$ cat config.mk
export PLATFORM = sky130hd
export DESIGN_NAME = four_button_debounce_and_jog_control_flat
export DESIGN_NICKNAME = d
export VERILOG_FILES = /design/src/rtl/fbdj_pkg.sv /design/src/rtl/fbdj_if.sv /design/src/rtl/fbdj_debounce.sv /design/src/rtl/four_button_debounce_and_jog_control.sv /design/src/flat_wrapper.sv
export VERILOG_INCLUDE_DIRS = /design/src /design/src/rtl
export SDC_FILE = /design/constraint.sdc
export NUM_CORES = 2
export LEC_CHECK = 0
export BUFFER_PORTS_ARGS = -buffer_cell sky130_fd_sc_hd__buf_2
export CAP_MARGIN = 10
export CORE_UTILIZATION = 30
export DETAILED_ROUTE_END_ITERATION = 10
export HOLD_SLACK_MARGIN = 0.05
export SLEW_MARGIN = 20
export SYNTH_ARGS = -nofsm -noshare
export SYNTH_HDL_FRONTEND = slang
export SYNTH_SLANG_ARGS = --single-unit
export TNS_END_PERCENT = 30
$ cat constraint.sdc
create_clock -name clk_i -period 22.5 [get_ports clk_i]
set_input_delay 6.75 -clock clk_i [delete_from_list [all_inputs] [get_ports clk_i]]
set_output_delay 6.75 -clock clk_i [all_outputs]
set_load 0.03 [all_outputs]
$ cat src/rtl/four_button_debounce_and_jog_control_defines.svh
// assertion macros for the four button debounce and jog control block
// used by the top level only; expects clk_i and rst_ni in scope

`ifndef FOUR_BUTTON_DEBOUNCE_AND_JOG_CONTROL_DEFINES_SVH
`define FOUR_BUTTON_DEBOUNCE_AND_JOG_CONTROL_DEFINES_SVH

// antecedent holds in this cycle, consequent holds in the same cycle
`define FBDJ_ASSERT_IMP(lbl, ante, cons, msg) \
  lbl: assert property (@(posedge clk_i) disable iff (!rst_ni) (ante) |-> (cons)) \
    else $error(msg);

// antecedent holds in this cycle, consequent holds in the next cycle
`define FBDJ_ASSERT_NXT(lbl, ante, cons, msg) \
  lbl: assert property (@(posedge clk_i) disable iff (!rst_ni) (ante) |=> (cons)) \
    else $error(msg);

`endif

$ cat src/rtl/fbdj_pkg.sv
// shared types and constants for the four button debounce and jog control block
// no dependencies
`timescale 1ns / 1ps

package fbdj_pkg;

  // width of tick stamps and elapsed time arithmetic
  localparam int unsigned TICK_WIDTH = 32;

  localparam int unsigned CFG_W     = 24;
  localparam int unsigned CFG_IDX_W = 8;
  localparam int unsigned ANGLE_W   = 32;
  localparam int unsigned NUM_BTN   = 4;

  // configuration register indexes
  localparam logic [CFG_IDX_W-1:0] REG_DEBOUNCE_TICKS = CFG_IDX_W'(0);
  localparam logic [CFG_IDX_W-1:0] REG_JOG_STEP       = CFG_IDX_W'(1);

  // register reset values
  localparam logic [CFG_W-1:0] DEBOUNCE_TICKS_RST = CFG_W'(50);
  localparam logic [CFG_W-1:0] JOG_STEP_RST       = CFG_W'(980595);

  // debouncer status codes
  typedef enum logic [1:0] {
    CODE_NONE = 2'd0,
    CODE_HIGH = 2'd1,
    CODE_LOW  = 2'd2
  } code_e;

  typedef logic [TICK_WIDTH-1:0] tick_t;

endpackage

$ cat src/rtl/fbdj_if.sv
// handshake channel interfaces: poll items in, result items out, register writes
// depends on fbdj_pkg
`timescale 1ns / 1ps

// poll item channel
interface fbdj_in_if;
  logic                               valid;
  logic                               ready;
  logic                               btn1_level;
  logic                               btn2_level;
  logic                               btn3_level;
  logic                               btn4_level;
  logic [31:0]                        now_ticks;
  logic signed [fbdj_pkg::ANGLE_W-1:0] angle_position;

  modport source (output valid, btn1_level, btn2_level, btn3_level, btn4_level,
                  now_ticks, angle_position, input ready);
  modport sink   (input valid, btn1_level, btn2_level, btn3_level, btn4_level,
                  now_ticks, angle_position, output ready);
endinterface

// result item channel
interface fbdj_out_if;
  logic                               valid;
  logic                               ready;
  logic                               service_mode;
  logic                               drive_toggle;
  logic                               manual_active;
  logic signed [fbdj_pkg::ANGLE_W-1:0] reference_position;
  logic [1:0]                         btn1_code;
  logic [1:0]                         btn2_code;
  logic [1:0]                         btn3_code;
  logic [1:0]                         btn4_code;

  modport source (output valid, service_mode, drive_toggle, manual_active,
                  reference_position, btn1_code, btn2_code, btn3_code, btn4_code,
                  input ready);
  modport sink   (input valid, service_mode, drive_toggle, manual_active,
                  reference_position, btn1_code, btn2_code, btn3_code, btn4_code,
                  output ready);
endinterface

// register write channel
interface fbdj_cfg_if;
  logic                             valid;
  logic                             ready;
  logic [fbdj_pkg::CFG_IDX_W-1:0]   index;
  logic [fbdj_pkg::CFG_W-1:0]       data;

  modport source (output valid, index, data, input ready);
  modport sink   (input valid, index, data, output ready);
endinterface

$ cat src/rtl/fbdj_debounce.sv
// timestamp debouncer for one button: rise and fall stamps, settled level
// depends on fbdj_pkg
`timescale 1ns / 1ps

module fbdj_debounce (
  input  logic                  clk_i,
  input  logic                  rst_ni,
  input  logic                  en_i,
  input  logic                  level_i,
  input  fbdj_pkg::tick_t       now_i,
  input  logic [fbdj_pkg::CFG_W-1:0] held_i,
  output fbdj_pkg::code_e       code_o
);

  logic            prior_q, prior_d;
  logic            settled_q, settled_d;
  fbdj_pkg::tick_t rise_q, rise_d;
  fbdj_pkg::tick_t fall_q, fall_d;

  fbdj_pkg::tick_t rise_stamp;
  fbdj_pkg::tick_t fall_stamp;
  fbdj_pkg::tick_t held;
  fbdj_pkg::tick_t rise_elapsed;
  fbdj_pkg::tick_t fall_elapsed;

  // stamp on a level change, then measure modular elapsed time
  always_comb begin
    rise_stamp   = (level_i && !prior_q) ? now_i : rise_q;
    fall_stamp   = (!level_i && prior_q) ? now_i : fall_q;
    held         = fbdj_pkg::TICK_WIDTH'(held_i);
    rise_elapsed = now_i - rise_stamp;
    fall_elapsed = now_i - fall_stamp;
  end

  // settle decision, clearing the opposite stamp on a new settled level
  always_comb begin
    prior_d   = level_i;
    settled_d = settled_q;
    rise_d    = rise_stamp;
    fall_d    = fall_stamp;
    code_o    = fbdj_pkg::CODE_NONE;
    if (level_i && (rise_elapsed >= held)) begin
      code_o = fbdj_pkg::CODE_HIGH;
      if (!settled_q) begin
        settled_d = 1'b1;
        fall_d    = '0;
      end
    end else if (!level_i && (fall_elapsed >= held)) begin
      code_o = fbdj_pkg::CODE_LOW;
      if (settled_q) begin
        settled_d = 1'b0;
        rise_d    = '0;
      end
    end
  end

  // button state, updated once per processed item
  always_ff @(posedge clk_i or negedge rst_ni) begin
    if (!rst_ni) begin
      prior_q   <= 1'b0;
      settled_q <= 1'b0;
      rise_q    <= '0;
      fall_q    <= '0;
    end else if (en_i) begin
      prior_q   <= prior_d;
      settled_q <= settled_d;
      rise_q    <= rise_d;
      fall_q    <= fall_d;
    end
  end

endmodule

$ cat src/rtl/four_button_debounce_and_jog_control.sv
// Four button debouncer with service mode, drive toggle and jog reference.
// Pipeline: a poll item passes the input register, then the result register.
// Throughput: one item per cycle; a stalled result holds the input register,
// so intake stops once that register is full.
// Reset: asynchronous active low; clears all button state, the service and jog
// flags, the jog reference and both pipeline valids, and loads the register defaults.
`timescale 1ns / 1ps
`include "four_button_debounce_and_jog_control_defines.svh"

module four_button_debounce_and_jog_control (
  input  logic clk_i,
  input  logic rst_ni,
  fbdj_cfg_if.sink   cfg_i,
  fbdj_in_if.sink    in_i,
  fbdj_out_if.source out_o
);

  // configuration registers
  logic [fbdj_pkg::CFG_W-1:0] debounce_q;
  logic [fbdj_pkg::CFG_W-1:0] jog_step_q;

  assign cfg_i.ready = 1'b1;

  always_ff @(posedge clk_i or negedge rst_ni) begin
    if (!rst_ni) begin
      debounce_q <= fbdj_pkg::DEBOUNCE_TICKS_RST;
      jog_step_q <= fbdj_pkg::JOG_STEP_RST;
    end else if (cfg_i.valid) begin
      case (cfg_i.index)
        fbdj_pkg::REG_DEBOUNCE_TICKS: debounce_q <= cfg_i.data;
        fbdj_pkg::REG_JOG_STEP:       jog_step_q <= cfg_i.data;
        default: ;
      endcase
    end
  end

  // pipeline handshake
  logic in_valid_q;
  logic out_valid_q;
  logic advance;
  logic accept;

  assign advance    = in_valid_q && (!out_valid_q || out_o.ready);
  assign in_i.ready = !in_valid_q || advance;
  assign accept     = in_i.valid && in_i.ready;
  assign out_o.valid = out_valid_q;

  always_ff @(posedge clk_i or negedge rst_ni) begin
    if (!rst_ni) begin
      in_valid_q  <= 1'b0;
      out_valid_q <= 1'b0;
    end else begin
      if (in_i.ready) begin
        in_valid_q <= in_i.valid;
      end
      if (advance) begin
        out_valid_q <= 1'b1;
      end else if (out_o.ready) begin
        out_valid_q <= 1'b0;
      end
    end
  end

  // input register
  logic [fbdj_pkg::NUM_BTN-1:0]        level_q;
  fbdj_pkg::tick_t                     now_q;
  logic signed [fbdj_pkg::ANGLE_W-1:0] angle_q;

  always_ff @(posedge clk_i) begin
    if (accept) begin
      level_q <= {in_i.btn4_level, in_i.btn3_level, in_i.btn2_level, in_i.btn1_level};
      now_q   <= fbdj_pkg::TICK_WIDTH'(in_i.now_ticks);
      angle_q <= in_i.angle_position;
    end
  end

  // one debouncer per button
  fbdj_pkg::code_e code [fbdj_pkg::NUM_BTN];

  for (genvar b = 0; b < fbdj_pkg::NUM_BTN; b++) begin : g_btn
    fbdj_debounce u_debounce (
      .clk_i   (clk_i),
      .rst_ni  (rst_ni),
      .en_i    (advance),
      .level_i (level_q[b]),
      .now_i   (now_q),
      .held_i  (debounce_q),
      .code_o  (code[b])
    );
  end

  // release after press handling for service and drive buttons
  logic press3_q, press3_d;
  logic press4_q, press4_d;
  logic service_q, service_d;
  logic toggle_d;

  always_comb begin
    press3_d  = press3_q || (code[2] == fbdj_pkg::CODE_HIGH);
    service_d = service_q;
    if (press3_d && (code[2] == fbdj_pkg::CODE_LOW)) begin
      press3_d  = 1'b0;
      service_d = !service_q;
    end
    press4_d = press4_q || (code[3] == fbdj_pkg::CODE_HIGH);
    toggle_d = 1'b0;
    if (press4_d && (code[3] == fbdj_pkg::CODE_LOW)) begin
      press4_d = 1'b0;
      toggle_d = 1'b1;
    end
  end

  // jog reference from the two jog buttons
  logic                         jog_flag_q, jog_flag_d;
  logic [fbdj_pkg::ANGLE_W-1:0] jog_ref_q, jog_ref_d;
  logic [fbdj_pkg::ANGLE_W-1:0] step_ext;

  assign step_ext = fbdj_pkg::ANGLE_W'(jog_step_q);

  always_comb begin
    jog_flag_d = jog_flag_q;
    jog_ref_d  = jog_ref_q;
    if (code[0] == code[1]) begin
      jog_flag_d = 1'b0;
    end else if (code[0] == fbdj_pkg::CODE_HIGH) begin
      jog_ref_d  = angle_q + step_ext;
      jog_flag_d = 1'b1;
    end else if (code[1] == fbdj_pkg::CODE_HIGH) begin
      jog_ref_d  = angle_q - step_ext;
      jog_flag_d = 1'b1;
    end
  end

  always_ff @(posedge clk_i or negedge rst_ni) begin
    if (!rst_ni) begin
      press3_q   <= 1'b0;
      press4_q   <= 1'b0;
      service_q  <= 1'b0;
      jog_flag_q <= 1'b0;
      jog_ref_q  <= '0;
    end else if (advance) begin
      press3_q   <= press3_d;
      press4_q   <= press4_d;
      service_q  <= service_d;
      jog_flag_q <= jog_flag_d;
      jog_ref_q  <= jog_ref_d;
    end
  end

  // result register
  logic       toggle_q;
  logic [1:0] code1_q, code2_q, code3_q, code4_q;

  always_ff @(posedge clk_i) begin
    if (advance) begin
      toggle_q <= toggle_d;
      code1_q  <= code[0];
      code2_q  <= code[1];
      code3_q  <= code[2];
      code4_q  <= code[3];
    end
  end

  assign out_o.service_mode       = service_q;
  assign out_o.drive_toggle       = toggle_q;
  assign out_o.manual_active      = jog_flag_q;
  assign out_o.reference_position = jog_ref_q;
  assign out_o.btn1_code          = code1_q;
  assign out_o.btn2_code          = code2_q;
  assign out_o.btn3_code          = code3_q;
  assign out_o.btn4_code          = code4_q;

  // checks
  `FBDJ_ASSERT_IMP(a_toggle_on_release, out_valid_q && toggle_q, code4_q == fbdj_pkg::CODE_LOW, "drive toggle without settled release")
  `FBDJ_ASSERT_IMP(a_jog_codes_differ, out_valid_q && jog_flag_q, code1_q != code2_q, "jog active with equal jog codes")
  `FBDJ_ASSERT_IMP(a_service_on_release, advance && (service_d != service_q), code[2] == fbdj_pkg::CODE_LOW, "service mode flipped without release")
  `FBDJ_ASSERT_NXT(a_input_held, in_valid_q && !advance, in_valid_q, "pending input item dropped")

endmodule

$ cat src/flat_wrapper.sv
// flat-port wrapper written by rule: the top's interface ports become plain ports
module four_button_debounce_and_jog_control_flat 
  (clk_i, rst_ni, cfg_i_valid, cfg_i_index, cfg_i_data, cfg_i_ready, in_i_valid, in_i_btn1_level, in_i_btn2_level, in_i_btn3_level, in_i_btn4_level, in_i_now_ticks, in_i_angle_position, in_i_ready, out_o_valid, out_o_service_mode, out_o_drive_toggle, out_o_manual_active, out_o_reference_position, out_o_btn1_code, out_o_btn2_code, out_o_btn3_code, out_o_btn4_code, out_o_ready);
  fbdj_cfg_if cfg_i_i ();
  fbdj_in_if in_i_i ();
  fbdj_out_if out_o_i ();
  input  logic clk_i;
  input  logic rst_ni;
  input wire logic [$bits(cfg_i_i.valid)-1:0] cfg_i_valid;
  input wire logic [$bits(cfg_i_i.index)-1:0] cfg_i_index;
  input wire logic [$bits(cfg_i_i.data)-1:0] cfg_i_data;
  output wire logic [$bits(cfg_i_i.ready)-1:0] cfg_i_ready;
  input wire logic [$bits(in_i_i.valid)-1:0] in_i_valid;
  input wire logic [$bits(in_i_i.btn1_level)-1:0] in_i_btn1_level;
  input wire logic [$bits(in_i_i.btn2_level)-1:0] in_i_btn2_level;
  input wire logic [$bits(in_i_i.btn3_level)-1:0] in_i_btn3_level;
  input wire logic [$bits(in_i_i.btn4_level)-1:0] in_i_btn4_level;
  input wire logic [$bits(in_i_i.now_ticks)-1:0] in_i_now_ticks;
  input wire logic [$bits(in_i_i.angle_position)-1:0] in_i_angle_position;
  output wire logic [$bits(in_i_i.ready)-1:0] in_i_ready;
  output wire logic [$bits(out_o_i.valid)-1:0] out_o_valid;
  output wire logic [$bits(out_o_i.service_mode)-1:0] out_o_service_mode;
  output wire logic [$bits(out_o_i.drive_toggle)-1:0] out_o_drive_toggle;
  output wire logic [$bits(out_o_i.manual_active)-1:0] out_o_manual_active;
  output wire logic [$bits(out_o_i.reference_position)-1:0] out_o_reference_position;
  output wire logic [$bits(out_o_i.btn1_code)-1:0] out_o_btn1_code;
  output wire logic [$bits(out_o_i.btn2_code)-1:0] out_o_btn2_code;
  output wire logic [$bits(out_o_i.btn3_code)-1:0] out_o_btn3_code;
  output wire logic [$bits(out_o_i.btn4_code)-1:0] out_o_btn4_code;
  input wire logic [$bits(out_o_i.ready)-1:0] out_o_ready;
  assign cfg_i_i.valid = cfg_i_valid;
  assign cfg_i_i.index = cfg_i_index;
  assign cfg_i_i.data = cfg_i_data;
  assign cfg_i_ready = cfg_i_i.ready;
  assign in_i_i.valid = in_i_valid;
  assign in_i_i.btn1_level = in_i_btn1_level;
  assign in_i_i.btn2_level = in_i_btn2_level;
  assign in_i_i.btn3_level = in_i_btn3_level;
  assign in_i_i.btn4_level = in_i_btn4_level;
  assign in_i_i.now_ticks = in_i_now_ticks;
  assign in_i_i.angle_position = in_i_angle_position;
  assign in_i_ready = in_i_i.ready;
  assign out_o_valid = out_o_i.valid;
  assign out_o_service_mode = out_o_i.service_mode;
  assign out_o_drive_toggle = out_o_i.drive_toggle;
  assign out_o_manual_active = out_o_i.manual_active;
  assign out_o_reference_position = out_o_i.reference_position;
  assign out_o_btn1_code = out_o_i.btn1_code;
  assign out_o_btn2_code = out_o_i.btn2_code;
  assign out_o_btn3_code = out_o_i.btn3_code;
  assign out_o_btn4_code = out_o_i.btn4_code;
  assign out_o_i.ready = out_o_ready;
  four_button_debounce_and_jog_control u_core (.clk_i(clk_i), .rst_ni(rst_ni), .cfg_i(cfg_i_i), .in_i(in_i_i), .out_o(out_o_i));
endmodule
==> metrics.txt <==
WP buf/inv=2; clk_skew=0.0345 ns; Crit Path Max Fanout=3; Bufs on Longest Clock Path=3; CTS Root Cell=clkbuf_16; Pleak=19.6 nW; worst slack, placed=8.50 ns; crit-path cells=buf_2 > nand3b_1 > buf_2; outcome=finished, final reports clean; via count=31400; Buffers on Ports=149; final core area utilization=34.3%; CP arrival=7.24 ns; vias in the first global route=30300; largest net degree at the start of global routing=192; postcts setup bufs=0; max incr delay on CP=0.21 ns; Mean Syn Cell Area=9.03 um^2; CTS Sinks=427; setup ws final=8.51 ns; Final Max Slew Viols=0; Crit. End Element=primary output; DR WL/cell=18.6 um; max-cap violations=0; sequential standard cell area=11100 um^2; final routed DRC violation total=0; drt pass-1 iters=8; area grow syn2layout=12.7%; Skew-Pair Late Insertion Delay=0.68 ns; Syn Nets=4709; Placeable Area=123000 um^2; Synth Instances=4127; yosys warns=0; Worst path most repeated cell=buf_2; initial antenna violation count=4; mapped cell area=37300 um^2; Die Wd=355 um; gpl congestion=0.874; Setup TNS=0 ns; layout cell share with drive strength beyond 1=10.2%; area of the multi-input gates=25100 um^2; CTS Hold Buffers Added=0; sequential area share after synthesis=29.8%; Post-DRT Antenna Nets=0; number of synthesized flops with an enable pin=77; Initial Util=30.4%; DP HPWL=78600 um; PnR Total Power=4.49 mW; FP Rows=128; Peak VDD IR=0.0696 mV; WP data required=15.75 ns; unique cell type count in the Yosys netlist=91; fillers=12600; Worst Tran Pin Value=1.10 ns; asr flop ratio synth=82.0%; Hold Slack=0.465 ns; Worst-path clk slew=0.05 ns; CP top delay family=buffers and inverters; slowest CP cell=buf_2; Die H=355 um; DIE AREA=126000 um^2; CTS tree=done; FMAX=71.5 MHz; Post-synth top flop=dfrtp_1; vias per cell=5.32; Hold WC Path Type=reg -> reg; first-pass GRT wire length=172000 um; Final #Nets=4803; gr ovfl total=0; Slew headroom=26.5%; Final period util=62.2%; Worst setup SP type=primary input; initial drt markers=2192; critical path type=in -> out; routed wire length=110000 um; io pins=151; Pwr Density=107 nW/um^2; Global Route Usage Sum=17.1%; H-tree levels=2; FF+latch count, synth=427; minimum clock period=13.99 ns; RSZ-0062 raised after global routing=false; Hold Fails Final Rpt=0; TritonCTS Buffers=55; post-CTS sizing=0; endpoints failing setup=0
per-layer routing:
metal,vias up,global-route usage [%],share of wire [%]
li1,15500,-,-
met3,141,1.88,3.9
met5,-,0,0
met2,608,29.8,48
met1,15100,22.1,45
met4,0,5.29,3.0
final timing paths:
check / depth (start not counted) / slack, ns / start / end
worst max-delay path: 3 / 8.51 / out_o_ready / in_i_ready
worst min-delay path: 1 / 0.46 / u_core.out_o.service_mode / u_core.out_o.service_mode
worst max register to register: 37 / 12.64 / u_core.level_q[0] / u_core.out_o.reference_position[30]
worst min register to register: 1 / 0.46 / u_core.out_o.service_mode / u_core.out_o.service_mode
max in group asynchronous: 3 / 14.21 / rst_ni / u_core.g_btn[0].u_debounce.rise_q[1]
min in group asynchronous: 1 / 6.12 / rst_ni / u_core.g_btn[2].u_debounce.fall_q[24]
synthesized netlist by cell type (all sizes together) (65+ instances only):
cell type / count / area, um^2
mux2i: 244 / 2440
clkbuf: 134 / 503
xor2: 79 / 692
ha: 469 / 5870
edfxtp: 77 / 2310
o21ai: 304 / 1530
nand2: 297 / 1110
dfrtp: 333 / 8330
a211oi: 182 / 1510
xnor2: 172 / 1510
a21o: 177 / 1330
nand2b: 65 / 407
nor2: 342 / 1280
a21oi: 300 / 1510
inv: 118 / 443
where the power goes:
part	leakage (nW)	switching [mW]	internal, mW
logic	13.8	1.42	1.04
registers	4.92	0.0984	0.980
clock network	0.970	0.384	0.574
flip-flops by register name (all words and copies together) (netlist names):
signal                             count
u_core.out_o.manual_active             1
u_core.out_o.service_mode              1
u_core.out_o.reference_position       32
u_core.out_o.valid                     1
u_core.press3_q                        1
u_core.g_btn.u_debounce.fall_q       128
u_core.out_o.drive_toggle              1
u_core.out_o.btn2_code                 2
u_core.angle_q                        32
u_core.g_btn.u_debounce.rise_q       128
u_core.g_btn.u_debounce.settled_q      4
u_core.out_o.btn3_code                 2
u_core.g_btn.u_debounce.prior_q        4
u_core.jog_step_q                     24
u_core.level_q                         4
u_core.press4_q                        1
u_core.out_o.btn1_code                 2
u_core.now_q                          32
u_core.debounce_q                     24
u_core.out_o.btn4_code                 2
u_core.in_valid_q                      1
placed cells by master, fill, tap and decap left out, types with 79 or more instances in the layout:
master,instances
ha_1,469
nor2_1,341
dfrtp_1,333
a21oi_1,299
nand2_1,295
o21ai_0,245
mux2i_1,244
a21o_1,177
xnor2_1,172
a211oi_1,153
buf_2,148
inv_1,116
xor2_1,79
per-stage QoR:
| stage | instances | instance area [um^2] |
|---|---|---|
| after global placement | 5788 | 40000 |
| after detailed placement | 5788 | 40000 |
| after CTS | 5891 | 42000 |
| final | 5896 | 42000 |
| after global routing | 5895 | 42000 |
| after floorplan | 4127 | 37300 |
worst register-to-register path, delay by kind of cell (launching register included):
family          cells  cell delay (ns)
flops               1             0.54
compound gates     22             5.87
fa+ha+maj           3             0.85
buf+inv             2             0.55
simple gates        7             1.36
xor+xnor            2             0.32
mux                 1             0.27
area by class of cell:
cell class | instances | area share [%]
inverter | 118 | 1.07
antenna | 4 | 0.0238
multi-input combinational | 3399 | 59.8
clock buffer | 78 | 3.95
clock inverter | 25 | 0.780
tap | 1625 | 4.84
timing repair buffer | 220 | 3.17
sequential | 427 | 26.4
logic make-up (layout without fill, tap and decap cells):
kind of cell    after synthesis  in the layout  share of synthesized area, %
compound gates             1288           1288                          22.9
simple gates               1075           1075                          13.7
fa+ha+maj                   482            482                          16.3
flops                       427            427                          29.8
mux                         302            302                          8.30
buf+inv                     301            441                          3.18
xor+xnor                    251            251                          5.90
other cells                   1              5                        0.0101
Power figures use the tool's default switching activity.
